--- src/rtl/cbh_pkg.sv ---
// Shared types and constants of the CBOR head encoder.
package cbh_pkg;

  localparam int unsigned ValueW    = 64;
  localparam int unsigned OffsetW   = 16;
  localparam int unsigned ByteW     = 8;
  localparam int unsigned JobBytes  = 5;
  localparam int unsigned CntW      = 3;
  localparam int unsigned FifoDepthDefault = 4;
  localparam logic [OffsetW-1:0] CapacityReset = 16'd1024;

  typedef enum logic [2:0] {
    CMD_RESTART = 3'd0,
    CMD_UINT    = 3'd1,
    CMD_SINT    = 3'd2,
    CMD_BYTES   = 3'd3,
    CMD_TEXT    = 3'd4,
    CMD_MAP     = 3'd5,
    CMD_ARRAY   = 3'd6,
    CMD_PAYLOAD = 3'd7
  } cmd_e;

  // Major type, already placed in the top three bits of the initial byte.
  localparam logic [ByteW-1:0] MajUint  = 8'h00;
  localparam logic [ByteW-1:0] MajNeg   = 8'h20;
  localparam logic [ByteW-1:0] MajBytes = 8'h40;
  localparam logic [ByteW-1:0] MajText  = 8'h60;
  localparam logic [ByteW-1:0] MajArray = 8'h80;
  localparam logic [ByteW-1:0] MajMap   = 8'hA0;

  // Additional-info codes for one, two and four argument bytes.
  localparam logic [4:0] Info8  = 5'd24;
  localparam logic [4:0] Info16 = 5'd25;
  localparam logic [4:0] Info32 = 5'd26;

  // One queued run of bytes: bytes[0] goes out first.
  typedef struct packed {
    logic [JobBytes-1:0][ByteW-1:0] bytes;
    logic [OffsetW-1:0]             pos;
    logic [CntW-1:0]                cnt;
  } job_t;

endpackage

--- src/rtl/cbh_front.sv ---
// Command front end: classify, track buffer state, build byte runs.
module cbh_front (
  input  logic                      clk_i,
  input  logic                      rst_ni,
  input  logic [cbh_pkg::OffsetW-1:0] capacity_i,
  input  logic                      cmd_valid_i,
  output logic                      cmd_ready_o,
  input  logic [2:0]                cmd_i,
  input  logic [cbh_pkg::ValueW-1:0] value_i,
  input  logic [cbh_pkg::ByteW-1:0] payload_byte_i,
  input  logic                      queue_full_i,
  output logic                      push_o,
  output cbh_pkg::job_t             job_o
);
  import cbh_pkg::*;

  logic [OffsetW-1:0] write_offset_q, write_offset_d;
  logic [OffsetW-1:0] payload_left_q, payload_left_d;

  cmd_e             cmd;
  logic             accept;
  logic             is_head;
  logic [ValueW-1:0] arg;
  logic [ByteW-1:0] major;
  logic [OffsetW:0] room;
  logic [OffsetW:0] pl_room;
  logic             wo_lt_cap;
  logic             wo_le_cap;
  logic             arg_fits;
  logic [CntW-1:0]  need;
  logic             head_ok;
  logic             pl_ok;

  assign cmd         = cmd_e'(cmd_i);
  assign cmd_ready_o = !queue_full_i;
  assign accept      = cmd_valid_i && cmd_ready_o;

  assign arg       = (cmd == CMD_SINT && value_i[ValueW-1]) ? ~value_i : value_i;
  assign room      = {1'b0, capacity_i} - {1'b0, write_offset_q};
  assign wo_lt_cap = write_offset_q < capacity_i;
  assign wo_le_cap = write_offset_q <= capacity_i;
  assign arg_fits  = (arg[63:32] == '0);

  always_comb begin
    if (arg[31:16] != '0) begin
      need = CntW'(5);
    end else if (arg[15:8] != '0) begin
      need = CntW'(3);
    end else if (arg[7:0] >= 8'(Info8)) begin
      need = CntW'(2);
    end else begin
      need = CntW'(1);
    end
  end

  always_comb begin
    is_head = 1'b1;
    major   = MajUint;
    case (cmd)
      CMD_UINT:  major = MajUint;
      CMD_SINT:  major = value_i[ValueW-1] ? MajNeg : MajUint;
      CMD_BYTES: major = MajBytes;
      CMD_TEXT:  major = MajText;
      CMD_MAP:   major = MajMap;
      CMD_ARRAY: major = MajArray;
      default:   is_head = 1'b0;
    endcase
  end

  assign head_ok = is_head && arg_fits && wo_lt_cap &&
                   ({{(OffsetW+1-CntW){1'b0}}, need} <= room);

  // Room left for the string body once the head has been placed.
  assign pl_room = head_ok ? room - {{(OffsetW+1-CntW){1'b0}}, need} : room;
  assign pl_ok   = wo_le_cap && (value_i[63:16] == '0) &&
                   ({1'b0, value_i[15:0]} <= pl_room);

  always_comb begin
    write_offset_d = write_offset_q;
    payload_left_d = payload_left_q;
    push_o         = 1'b0;
    job_o.pos      = write_offset_q;
    job_o.cnt      = need;
    job_o.bytes    = '0;
    case (need)
      CntW'(1): job_o.bytes[0] = major | {3'b000, arg[4:0]};
      CntW'(2): begin
        job_o.bytes[0] = major | {3'b000, Info8};
        job_o.bytes[1] = arg[7:0];
      end
      CntW'(3): begin
        job_o.bytes[0] = major | {3'b000, Info16};
        job_o.bytes[1] = arg[15:8];
        job_o.bytes[2] = arg[7:0];
      end
      default: begin
        job_o.bytes[0] = major | {3'b000, Info32};
        job_o.bytes[1] = arg[31:24];
        job_o.bytes[2] = arg[23:16];
        job_o.bytes[3] = arg[15:8];
        job_o.bytes[4] = arg[7:0];
      end
    endcase
    if (accept) begin
      if (cmd == CMD_PAYLOAD) begin
        if (payload_left_q != '0) begin
          payload_left_d = payload_left_q - OffsetW'(1);
          if (wo_lt_cap) begin
            push_o         = 1'b1;
            job_o.cnt      = CntW'(1);
            job_o.bytes    = '0;
            job_o.bytes[0] = payload_byte_i;
            write_offset_d = write_offset_q + OffsetW'(1);
          end
        end
      end else begin
        payload_left_d = '0;
        if (cmd == CMD_RESTART) begin
          write_offset_d = '0;
        end
        if (head_ok) begin
          push_o         = 1'b1;
          write_offset_d = write_offset_q + {{(OffsetW-CntW){1'b0}}, need};
        end
        if ((cmd == CMD_BYTES || cmd == CMD_TEXT) && pl_ok) begin
          payload_left_d = value_i[15:0];
        end
      end
    end
  end

  always_ff @(posedge clk_i or negedge rst_ni) begin
    if (!rst_ni) begin
      write_offset_q <= '0;
      payload_left_q <= '0;
    end else begin
      write_offset_q <= write_offset_d;
      payload_left_q <= payload_left_d;
    end
  end

  // A run is always one, two, three or five bytes long.
  assert property (@(posedge clk_i) disable iff (!rst_ni)
    push_o |-> (job_o.cnt == CntW'(1) || job_o.cnt == CntW'(2) ||
                job_o.cnt == CntW'(3) || job_o.cnt == CntW'(5)))
    else $error("bad run length");

  // A head never runs past the buffer end.
  assert property (@(posedge clk_i) disable iff (!rst_ni)
    (push_o && cmd != CMD_PAYLOAD) |=> (write_offset_q <= $past(capacity_i)))
    else $error("head overran buffer");

endmodule

--- src/rtl/cbh_fifo.sv ---
// Short queue of byte runs between front end and serializer.
module cbh_fifo #(
  parameter int unsigned Depth = cbh_pkg::FifoDepthDefault
) (
  input  logic          clk_i,
  input  logic          rst_ni,
  input  logic          push_i,
  input  cbh_pkg::job_t wdata_i,
  output logic          full_o,
  input  logic          pop_i,
  output logic          valid_o,
  output cbh_pkg::job_t rdata_o
);
  import cbh_pkg::*;

  localparam int unsigned AddrW = $clog2(Depth);

  job_t             mem_q [Depth];
  logic [AddrW:0]   wptr_q, rptr_q;

  assign valid_o = (wptr_q != rptr_q);
  assign full_o  = (wptr_q[AddrW] != rptr_q[AddrW]) &&
                   (wptr_q[AddrW-1:0] == rptr_q[AddrW-1:0]);
  assign rdata_o = mem_q[rptr_q[AddrW-1:0]];

  always_ff @(posedge clk_i) begin
    if (push_i && !full_o) begin
      mem_q[wptr_q[AddrW-1:0]] <= wdata_i;
    end
  end

  always_ff @(posedge clk_i or negedge rst_ni) begin
    if (!rst_ni) begin
      wptr_q <= '0;
      rptr_q <= '0;
    end else begin
      if (push_i && !full_o) begin
        wptr_q <= wptr_q + 1'b1;
      end
      if (pop_i && valid_o) begin
        rptr_q <= rptr_q + 1'b1;
      end
    end
  end

  assert property (@(posedge clk_i) disable iff (!rst_ni)
    !(push_i && full_o))
    else $error("push into full queue");

endmodule

--- src/rtl/cbh_back.sv ---
// Serializer: walk each queued run out one byte per word.
module cbh_back (
  input  logic                        clk_i,
  input  logic                        rst_ni,
  input  logic                        job_valid_i,
  input  cbh_pkg::job_t               job_i,
  output logic                        pop_o,
  output logic                        m_valid_o,
  input  logic                        m_ready_i,
  output logic [cbh_pkg::ByteW-1:0]   out_byte_o,
  output logic [cbh_pkg::OffsetW-1:0] byte_position_o,
  output logic                        last_o
);
  import cbh_pkg::*;

  logic [CntW-1:0]    idx_q, idx_d;
  logic               valid_q;
  logic [ByteW-1:0]   byte_q;
  logic [OffsetW-1:0] pos_q;
  logic               last_q;
  logic               advance;
  logic               at_last;

  assign advance = job_valid_i && (!valid_q || m_ready_i);
  assign at_last = (idx_q == job_i.cnt - CntW'(1));
  assign pop_o   = advance && at_last;

  always_comb begin
    idx_d = idx_q;
    if (advance) begin
      idx_d = at_last ? '0 : idx_q + CntW'(1);
    end
  end

  always_ff @(posedge clk_i or negedge rst_ni) begin
    if (!rst_ni) begin
      valid_q <= 1'b0;
      idx_q   <= '0;
    end else begin
      idx_q <= idx_d;
      if (advance) begin
        valid_q <= 1'b1;
      end else if (m_ready_i) begin
        valid_q <= 1'b0;
      end
    end
  end

  always_ff @(posedge clk_i) begin
    if (advance) begin
      byte_q <= job_i.bytes[idx_q];
      pos_q  <= job_i.pos + {{(OffsetW-CntW){1'b0}}, idx_q};
      last_q <= at_last;
    end
  end

  assign m_valid_o       = valid_q;
  assign out_byte_o      = byte_q;
  assign byte_position_o = pos_q;
  assign last_o          = last_q;

  // Byte index stays inside the run being walked.
  assert property (@(posedge clk_i) disable iff (!rst_ni)
    job_valid_i |-> (idx_q < job_i.cnt))
    else $error("run index out of range");

endmodule

--- src/rtl/cbor_head_encoder_core.sv ---
// Top level of the CBOR data-item head encoder.
// A command's bytes pass through the run queue and then the serializer's output register on their way out.
// Throughput: one command per cycle enters while the run queue has room; one byte per cycle
//   leaves while the master side is ready; a multi-byte head holds the serializer until its last byte is taken.
// The run queue (FifoDepth runs) sets how far the command side can run ahead of the byte side.
// Reset: write offset, pending payload count and queue clear; capacity returns to 1024.
module cbor_head_encoder_core #(
  parameter int unsigned FifoDepth = cbh_pkg::FifoDepthDefault
) (
  input  logic                        clk_i,
  input  logic                        rst_ni,
  // Capacity register write.
  input  logic                        cfg_we_i,
  input  logic [cbh_pkg::OffsetW-1:0] cfg_wdata_i,
  // Command words.
  input  logic                        s_axis_tvalid,
  output logic                        s_axis_tready,
  input  logic [71:0]                 s_axis_tdata,  // value[63:0], payload_byte[71:64]
  input  logic [2:0]                  s_axis_tuser,  // cmd[2:0]
  // Encoded byte words.
  output logic                        m_axis_tvalid,
  input  logic                        m_axis_tready,
  output logic [23:0]                 m_axis_tdata,  // out_byte[7:0], byte_position[23:8]
  output logic                        m_axis_tlast   // last_of_run
);
  import cbh_pkg::*;

  logic [OffsetW-1:0] capacity_q;
  logic               push;
  job_t               push_job;
  logic               queue_full;
  logic               queue_valid;
  job_t               queue_job;
  logic               pop;
  logic [ByteW-1:0]   out_byte;
  logic [OffsetW-1:0] byte_position;

  // Capacity register: the user must write it only while the block is idle; the block does not enforce this.
  always_ff @(posedge clk_i or negedge rst_ni) begin
    if (!rst_ni) begin
      capacity_q <= CapacityReset;
    end else if (cfg_we_i) begin
      capacity_q <= cfg_wdata_i;
    end
  end

  // Front end: decide each command at once and push its bytes as one run.
  cbh_front u_front (
    .clk_i          (clk_i),
    .rst_ni         (rst_ni),
    .capacity_i     (capacity_q),
    .cmd_valid_i    (s_axis_tvalid),
    .cmd_ready_o    (s_axis_tready),
    .cmd_i          (s_axis_tuser),
    .value_i        (s_axis_tdata[63:0]),
    .payload_byte_i (s_axis_tdata[71:64]),
    .queue_full_i   (queue_full),
    .push_o         (push),
    .job_o          (push_job)
  );

  // Run queue decouples command intake from byte output.
  cbh_fifo #(
    .Depth (FifoDepth)
  ) u_fifo (
    .clk_i   (clk_i),
    .rst_ni  (rst_ni),
    .push_i  (push),
    .wdata_i (push_job),
    .full_o  (queue_full),
    .pop_i   (pop),
    .valid_o (queue_valid),
    .rdata_o (queue_job)
  );

  // Back end: serialize each run through the output register.
  cbh_back u_back (
    .clk_i           (clk_i),
    .rst_ni          (rst_ni),
    .job_valid_i     (queue_valid),
    .job_i           (queue_job),
    .pop_o           (pop),
    .m_valid_o       (m_axis_tvalid),
    .m_ready_i       (m_axis_tready),
    .out_byte_o      (out_byte),
    .byte_position_o (byte_position),
    .last_o          (m_axis_tlast)
  );

  assign m_axis_tdata = {byte_position, out_byte};

endmodule

--- config.mk ---
export PLATFORM = sky130hd
export DESIGN_NAME = cbor_head_encoder_core
export DESIGN_NICKNAME = d
export VERILOG_FILES = /design/src/rtl/cbh_pkg.sv /design/src/rtl/cbh_front.sv /design/src/rtl/cbh_fifo.sv /design/src/rtl/cbh_back.sv /design/src/rtl/cbor_head_encoder_core.sv
export SDC_FILE = /design/constraint.sdc
export NUM_CORES = 1
export LEC_CHECK = 0
export BUFFER_PORTS_ARGS = -buffer_cell sky130_fd_sc_hd__buf_2
export CAP_MARGIN = 15
export CELL_PAD_IN_SITES_DETAIL_PLACEMENT = 0
export CELL_PAD_IN_SITES_GLOBAL_PLACEMENT = 1
export CORE_UTILIZATION = 38
export DETAILED_ROUTE_END_ITERATION = 7
export PLACE_DENSITY = 0.64
export SLEW_MARGIN = 0
export SYNTH_ARGS = -nofsm -noshare
export SYNTH_HDL_FRONTEND = slang
export SYNTH_HIERARCHICAL = 1
export SYNTH_SLANG_ARGS = --single-unit
--- constraint.sdc ---
create_clock -name clk_i -period 5.7 [get_ports clk_i]
set_input_delay 0.285 -clock clk_i [delete_from_list [all_inputs] [get_ports clk_i]]
set_output_delay 0.285 -clock clk_i [all_outputs]
set_load 0.01 [all_outputs]
== Word level (Yosys, flattened, before mapping) ==
Memories as Yosys holds them, arrays and structs flattened.
Cells that the tools add are included.
Word-level totals
  bits in registers: 83
  memory bits (writable): 236
  input bits: 96
  output and inout port bits: 27
  logic and storage cells: 115
  memories: 1
Operators by class
  add/subtract/negate cells: 10
  $lt $le $gt $ge: 6
  eq/ne operators: 16
  muxes and demuxes: 40
  bitwise operators: 2
  reductions and logical operators: 30
Memories
  u_fifo.mem_q: words 4, bits a word 59, read ports 1, clocked after memory_dff 0, write ports 1, RTL line cbh_fifo.sv:18  | job_t mem_q [Depth];
Operators with widths (number)
  $mux 40: 4
  $mux 16: 9
  $mux 64: 1
  $not 64->64: 1
  $logic_not 48->1: 1
  $pmux 8 s3: 2
  $pmux 8 s5: 1
  $add 16x3->16: 2
  $logic_not 32->1: 1
  $reduce_bool 16->1: 2
  $bmux 8 s3: 1
  $mux 3: 6
  $le 16x17->1: 1
  $le 3x17->1: 1
  $mux 17: 1
  $sub 16x16->17: 1
  $sub 17x3->17: 1
  $add 16x1->16 const B: 1
  $le 16x16->1: 1
  $lt 16x16->1: 1
  $pmux 8 s2: 1
  $sub 16x1->16 const B: 1
  $logic_and 1x1->1: 13
  $eq 3x2->1 const B: 4
  28 further kinds: 46

== Logic depth before layout (Yosys ltp) ==
  word-level depth: 15
  depth in mapped cells: 28
  depth with buffers taken out: 26

== Cells and area by module ==
The synthesis kept the hierarchy.
By module, submodules not included
  cbh_fifo: times used 1, cells an instance 355, area each 8982.4 um2, seq. area each 7236.9 um2
  cbh_front: times used 1, cells an instance 768, area each 5486.5 um2, seq. area each 800.8 um2
  cbh_back: times used 1, cells an instance 128, area each 1690.4 um2, seq. area each 850.8 um2
  cbor_head_encoder_core: times used 1, cells an instance 34, area each 650.6 um2, seq. area each 401.6 um2

== Least setup slack after synthesis ==
No wires, ideal clock.
  kind: input -> register
  start point: input port s_axis_tuser[1]
  end point: register u_front.payload_left_q[8]
  library setup time: 0.120 ns
  data arrival time: 5.709 ns
  data required time: 5.580 ns
  path slack: -0.128 ns
  stages: 24
  buffers on the path: 2
  path through: nor2b_1 > and3b_1 > clkbuf_1 > nand2_1 > o21ai_0 > inv_1 > nor3_1 > clkinv_1 > ha_1 > a311oi_1 > a31oi_1 > nand2_1 > o21ai_0 > ha_1 > nor2b_1 > o21a_1 > o21a_1 > o21ai_0 > a221o_1 > a311oi_1 > o41ai_4 > and2_1 > buf_6 > a31o_1
On the way
  word-level cells in the longest chain between the ends: 15
  elaborated cells on any way between the ends: 32
  those cells by class: 1 x add/sub; 3 x order compare; 8 x eq/ne; 8 x mux; 12 x reduce/logical
Ends and longest elaborated chain
  start, declared: RTL line cbor_head_encoder_core.sv:19  | input logic [2:0] s_axis_tuser,
  $eq 3x2->1: RTL line cbh_front.sv:38, cbh_front.sv:59
  $logic_and 1x1->1: RTL line cbh_front.sv:38  | assign arg = (cmd == CMD_SINT && value_i[ValueW-1]) ? ~value_i : value_i;
  $mux 64: RTL line cbh_front.sv:38
  $ge 8x5->1: RTL line cbh_front.sv:49  | end else if (arg[7:0] >= 8'(Info8)) begin
  $mux 2: RTL line cbh_front.sv:49
  $mux 2: RTL line cbh_front.sv:47  | end else if (arg[15:8] != '0) begin
  $mux 3: RTL line cbh_front.sv:45  | if (arg[31:16] != '0) begin
  $le 3x17->1: RTL line cbh_front.sv:71  | ({{(OffsetW+1-CntW){1'b0}}, need} <= room);
  $logic_and 1x1->1: RTL line cbh_front.sv:70  | assign head_ok = is_head && arg_fits && wo_lt_cap &&
  $mux 17: RTL line cbh_front.sv:74  | assign pl_room = head_ok ? room - {{(OffsetW+1-CntW){1'b0}}, need} : room;
  $le 16x17->1: RTL line cbh_front.sv:76  | ({1'b0, value_i[15:0]} <= pl_room);
  $logic_and 1x1->1: RTL line cbh_front.sv:75  | assign pl_ok = wo_le_cap && (value_i[63:16] == '0) &&
  $logic_and 1x1->1: RTL line cbh_front.sv:125  | if ((cmd == CMD_BYTES || cmd == CMD_TEXT) && pl_ok) begin
  $mux 16: RTL line cbh_front.sv:125
  $mux 16: RTL line cbh_front.sv:105  | if (cmd == CMD_PAYLOAD) begin
  end signal, assigned: RTL line cbh_front.sv:138  | payload_left_q <= payload_left_d;
  end, declared: RTL line cbh_front.sv:18  | logic [OffsetW-1:0] payload_left_q, payload_left_d;
Parallel ways exist; a longest one is shown, timed or not.
A chain may end at the register's enable or synchronous reset.

== Worst setup path in the final report ==
  start point: register u_front.write_offset_q[7]
  end point: register u_front.payload_left_q[3]
On the way
  word-level cells in the longest chain between the ends: 9
  elaborated cells on any way between the ends: 14
  those cells by class: 2 x add/sub; 4 x order compare; 3 x mux; 5 x reduce/logical
Ends and longest elaborated chain
  start, declared: RTL line cbh_front.sv:17  | logic [OffsetW-1:0] write_offset_q, write_offset_d;
  start signal, assigned: RTL line cbh_front.sv:137  | write_offset_q <= write_offset_d;
  $sub 16x16->17 / $lt 16x16->1 (equally long branches): RTL line cbh_front.sv:39, cbh_front.sv:40
  $le 3x17->1 / $logic_and 1x1->1 (equally long branches): RTL line cbh_front.sv:71, cbh_front.sv:70
  $logic_and 1x1->1: RTL line cbh_front.sv:70
  $mux 17: RTL line cbh_front.sv:74
  $le 16x17->1: RTL line cbh_front.sv:76
  $logic_and 1x1->1 (*): RTL line cbh_front.sv:75
  $logic_and 1x1->1 (*): RTL line cbh_front.sv:125
  $mux 16 (*): RTL line cbh_front.sv:125
  $mux 16 (*): RTL line cbh_front.sv:105
Every way passes the cells marked *; elsewhere a longest branch is shown, timed or not.

==> run metrics <==
synth warn=6; Buf+Inv Stages, Crit Path=2; hold_sp=m_axis_tready; register area=9300 um^2; Die Area=45100 um^2; Hold WC Path Type=in2reg; Overflow after GRT=0; startpoint types=flop; mean area per synthesized cell=13.1 um^2; Power Total=7.63 mW; worst slew pin tran=0.927 ns; Clk pin slew, worst setup/hold paths=0.06 ns; Crit Path Max Fanout=9; WL final=45.8 mm; initial antenna violation count=2; Async SR Flop Fraction=18.2%; Placed Instances=1998; sequential fraction of the synthesis area=55.3%; CP max stage delay=0.37 ns; worst-skew pair later-pin latency=0.55 ns; fmax=183 MHz; main combinational cell family by area after synthesis=compound AO/OA/AOI/OAI gates; CP endpoint kind=flop; RR Startpoint=u_front/write_offset_q[7]; required time of the critical path=6.13 ns; Rel. slew slack=38.2%; CTS Buf Count=37; port buffer count=122; DRC Markers=0; Setup CP Type=reg2reg; Max Cap Viol=0; Syn Std Cell Area=16800 um^2; Period Utilization, post-route=95.9%; CTS tree=done; first-pass GRT wire length=69.6 mm; Worst IR Drop VDD=0.205 mV; Detail Route Antenna Nets=0; CP max-delay cell=dfrtp_1; n_diodes=0; nets@finish=1624; final setup fails=0; multi-input logic area=7130 um^2; number of synthesized flops with an enable pin=261; Die Span Y=212 um; Top delay family on crit path=compound AO/OA/AOI/OAI gates; Post-Synth Simple-Gate Area=11.0%; Post-Route Utilization=45.7%; vias per cell=5.63; status=finished clean; Hold Path End=u_back/m_valid_o; H-Tree Depth=2; WHS=0.0361 ns; mux contribution to synthesized area=10.8%; reg2reg end=u_front/payload_left_q[3]; Worst Path Arrival=5.90 ns; final setup TNS=0 ns; Post-Layout Cell Count=2086; Core Region=43400 um^2; Post-Syn Nets=1435; Final min period=5.47 ns; Pins Over Slew Limit=0; cell breakdown of the critical path=inv_1 > ha_1 > and3_4 > a31o_1 > or2_4 > or3_1 > a211o_1 > nor4_4 > buf_4 > a31oi_2 > nand2_1 > o21ai_0 > ha_1 > nor2b_1 > o21a_1 > o21a_1 > o21ai_0 > a221o_1 > a311oi_2 > o41ai_4 > and2_2 > a31o_1; cell count of the worst hold path=3; top_reg_cell synth=edfxtp_1; Yosys reg bits=319; area fraction in compound gates after synthesis=12.0%; largest net degree at the start of global routing=59; RSZ-0062 raised after global routing=false; Area growth syn-to-layout=17.8%; flop2flop setup slack=0.23 ns; Netlist cell types=97; post-synthesis adder-cell area fraction=4.20%; clk sinks=319; final-report hold violation count=0; clock skew=0.0206 ns; post-synthesis xor/xnor area fraction=3.96%; routed vias=11700; TritonRoute pass-1 iters=8; Initial DRC Count=742; root buffer cell=clkbuf_16; power per cell area=385 nW/um^2; RD Place Congestion=0.858; GRT Util Overall=20.7%; vias in the first global route=11500; clock buffer depth=3; drt wl/cell=22.0 um; Die W=212 um; Initial Util=38.8%; num ports=123; Rows=76; cells after synthesis=1285; fill count=4031; worst r2r path cells=22; hpwl dp=32.0 mm; Leakage=7.13 nW; share of cells above drive strength 1=24.5%
[routing by layer]
metal	track usage [%]	up-vias	wire length, um	part of all wire, %
li1	-	5465	-	-
met1	29.7	5897	21100	46
met2	32.4	314	21500	47
met3	3.78	65	2350	5.1
met4	5.18	4	897	2.0
met5	0	-	27	0.059
[cells by family after synthesis]
group / after synthesis
AND/OR/NAND/NOR: 356
AO/OA/AOI/OAI: 293
multiplexers: 89
buffers and inverters: 104
flip-flops: 319
XOR/XNOR: 70
adder cells (fa/ha/maj): 54
[layout by cell type, fill, tap and decap left out, types with 47 or more instances in the layout]
master	count
a21oi_1	59
buf_2	122
buf_4	61
dfrtp_1	55
edfxtp_1	261
ha_1	49
inv_1	48
mux4_2	61
nand2_1	79
nor2_1	76
o21ai_0	55
xnor2_1	47
[worst min-delay path, stage by stage]
cell      delay (ns)
buf_2           0.07
nand2b_1        0.11
nand2b_1        0.06
[per-stage QoR]
step,setup WS (ns),cell area (um^2)
final,0.231,19800
after global routing,0.00227,19800
after CTS,0.0285,19700
after detailed placement,-0.175,18400
after global placement,-0.0622,18400
after floorplan,0.107,16800
[worst max path at each step]
stage                                   start                         end  slack (ns)  cells after the start
finish              u_front/write_offset_q[7]   u_front/payload_left_q[3]        0.23                     22
global placement    u_front/write_offset_q[0]   u_front/payload_left_q[5]       -0.06                     23
CTS                             capacity_q[0]   u_front/payload_left_q[3]        0.03                     24
floorplan           u_front/write_offset_q[0]   u_front/payload_left_q[8]        0.11                     23
global route        u_front/write_offset_q[5]  u_front/payload_left_q[14]       0.002                     21
detailed placement           s_axis_tdata[19]   u_front/payload_left_q[6]       -0.18                     26
[sequential cells by signal, summed over array words and instances, names as in the netlist, 8 cells and up]
register                cells
capacity_q                 16
u_back/byte_position_o     16
u_back/out_byte_o           8
u_fifo/mem_q              236
u_front/payload_left_q     16
u_front/write_offset_q     16
[cell type report]
| class | count | area share (%) |
|---|---|---|
| flip-flops and latches | 319 | 46.9 |
| inverters | 50 | 0.948 |
| multi-input cells | 862 | 36.0 |
| repair buffers | 204 | 6.63 |
| clock inverters | 24 | 0.979 |
| clock buffers | 42 | 4.82 |
| well taps | 585 | 3.70 |
[synthesized netlist by cell type, drive strengths merged (5+ instances only)]
cell type  number  area share [%]
nor2           76             1.7
mux4           67             9.1
or3            12            0.48
nand4          32             1.2
o31ai          15            0.67
xor2           22             1.4
o21ai          64             1.9
mux2i           5            0.30
clkbuf         32            0.77
a211oi         24             1.1
a21o           16            0.77
a311oi          5            0.26
o21a            9            0.40
or4             5            0.25
buf            22            0.91
a31oi          15            0.56
edfxtp        261              47
inv            49             1.1
nor4           29             1.1
nand3          31            0.92
a221oi          7            0.40
a211o           6            0.31
nor2b           9            0.33
a21oi          62             1.9
o211a           7            0.42
nand2          79             1.8
and2            8            0.32
nor3           34             1.1
o211ai         11            0.49
nand2b         14            0.52
mux2           17             1.4
ha             50             3.7
dfrtp          57             8.5
o311ai          6            0.31
a31o           12            0.63
xnor2          47             2.4
and3           11            0.45
[repair_timing]
| action | in CTS | in global routing |
|---|---|---|
| resized for setup | 2 | 12 |
| endpoints found under the setup margin | 9 | 16 |
| hold buffers | 17 | 0 |
| gates cloned | 0 | 0 |
| pin swaps | 0 | 2 |
| buffers inserted | 0 | 3 |
| hold endpoints to repair | 52 | 0 |
[where the power goes]
part / switching, mW / internal, mW
combinational: 1.31 / 1.06
clock: 0.950 / 1.30
sequential: 0.212 / 2.80
(Power assumes the default switching activity.)
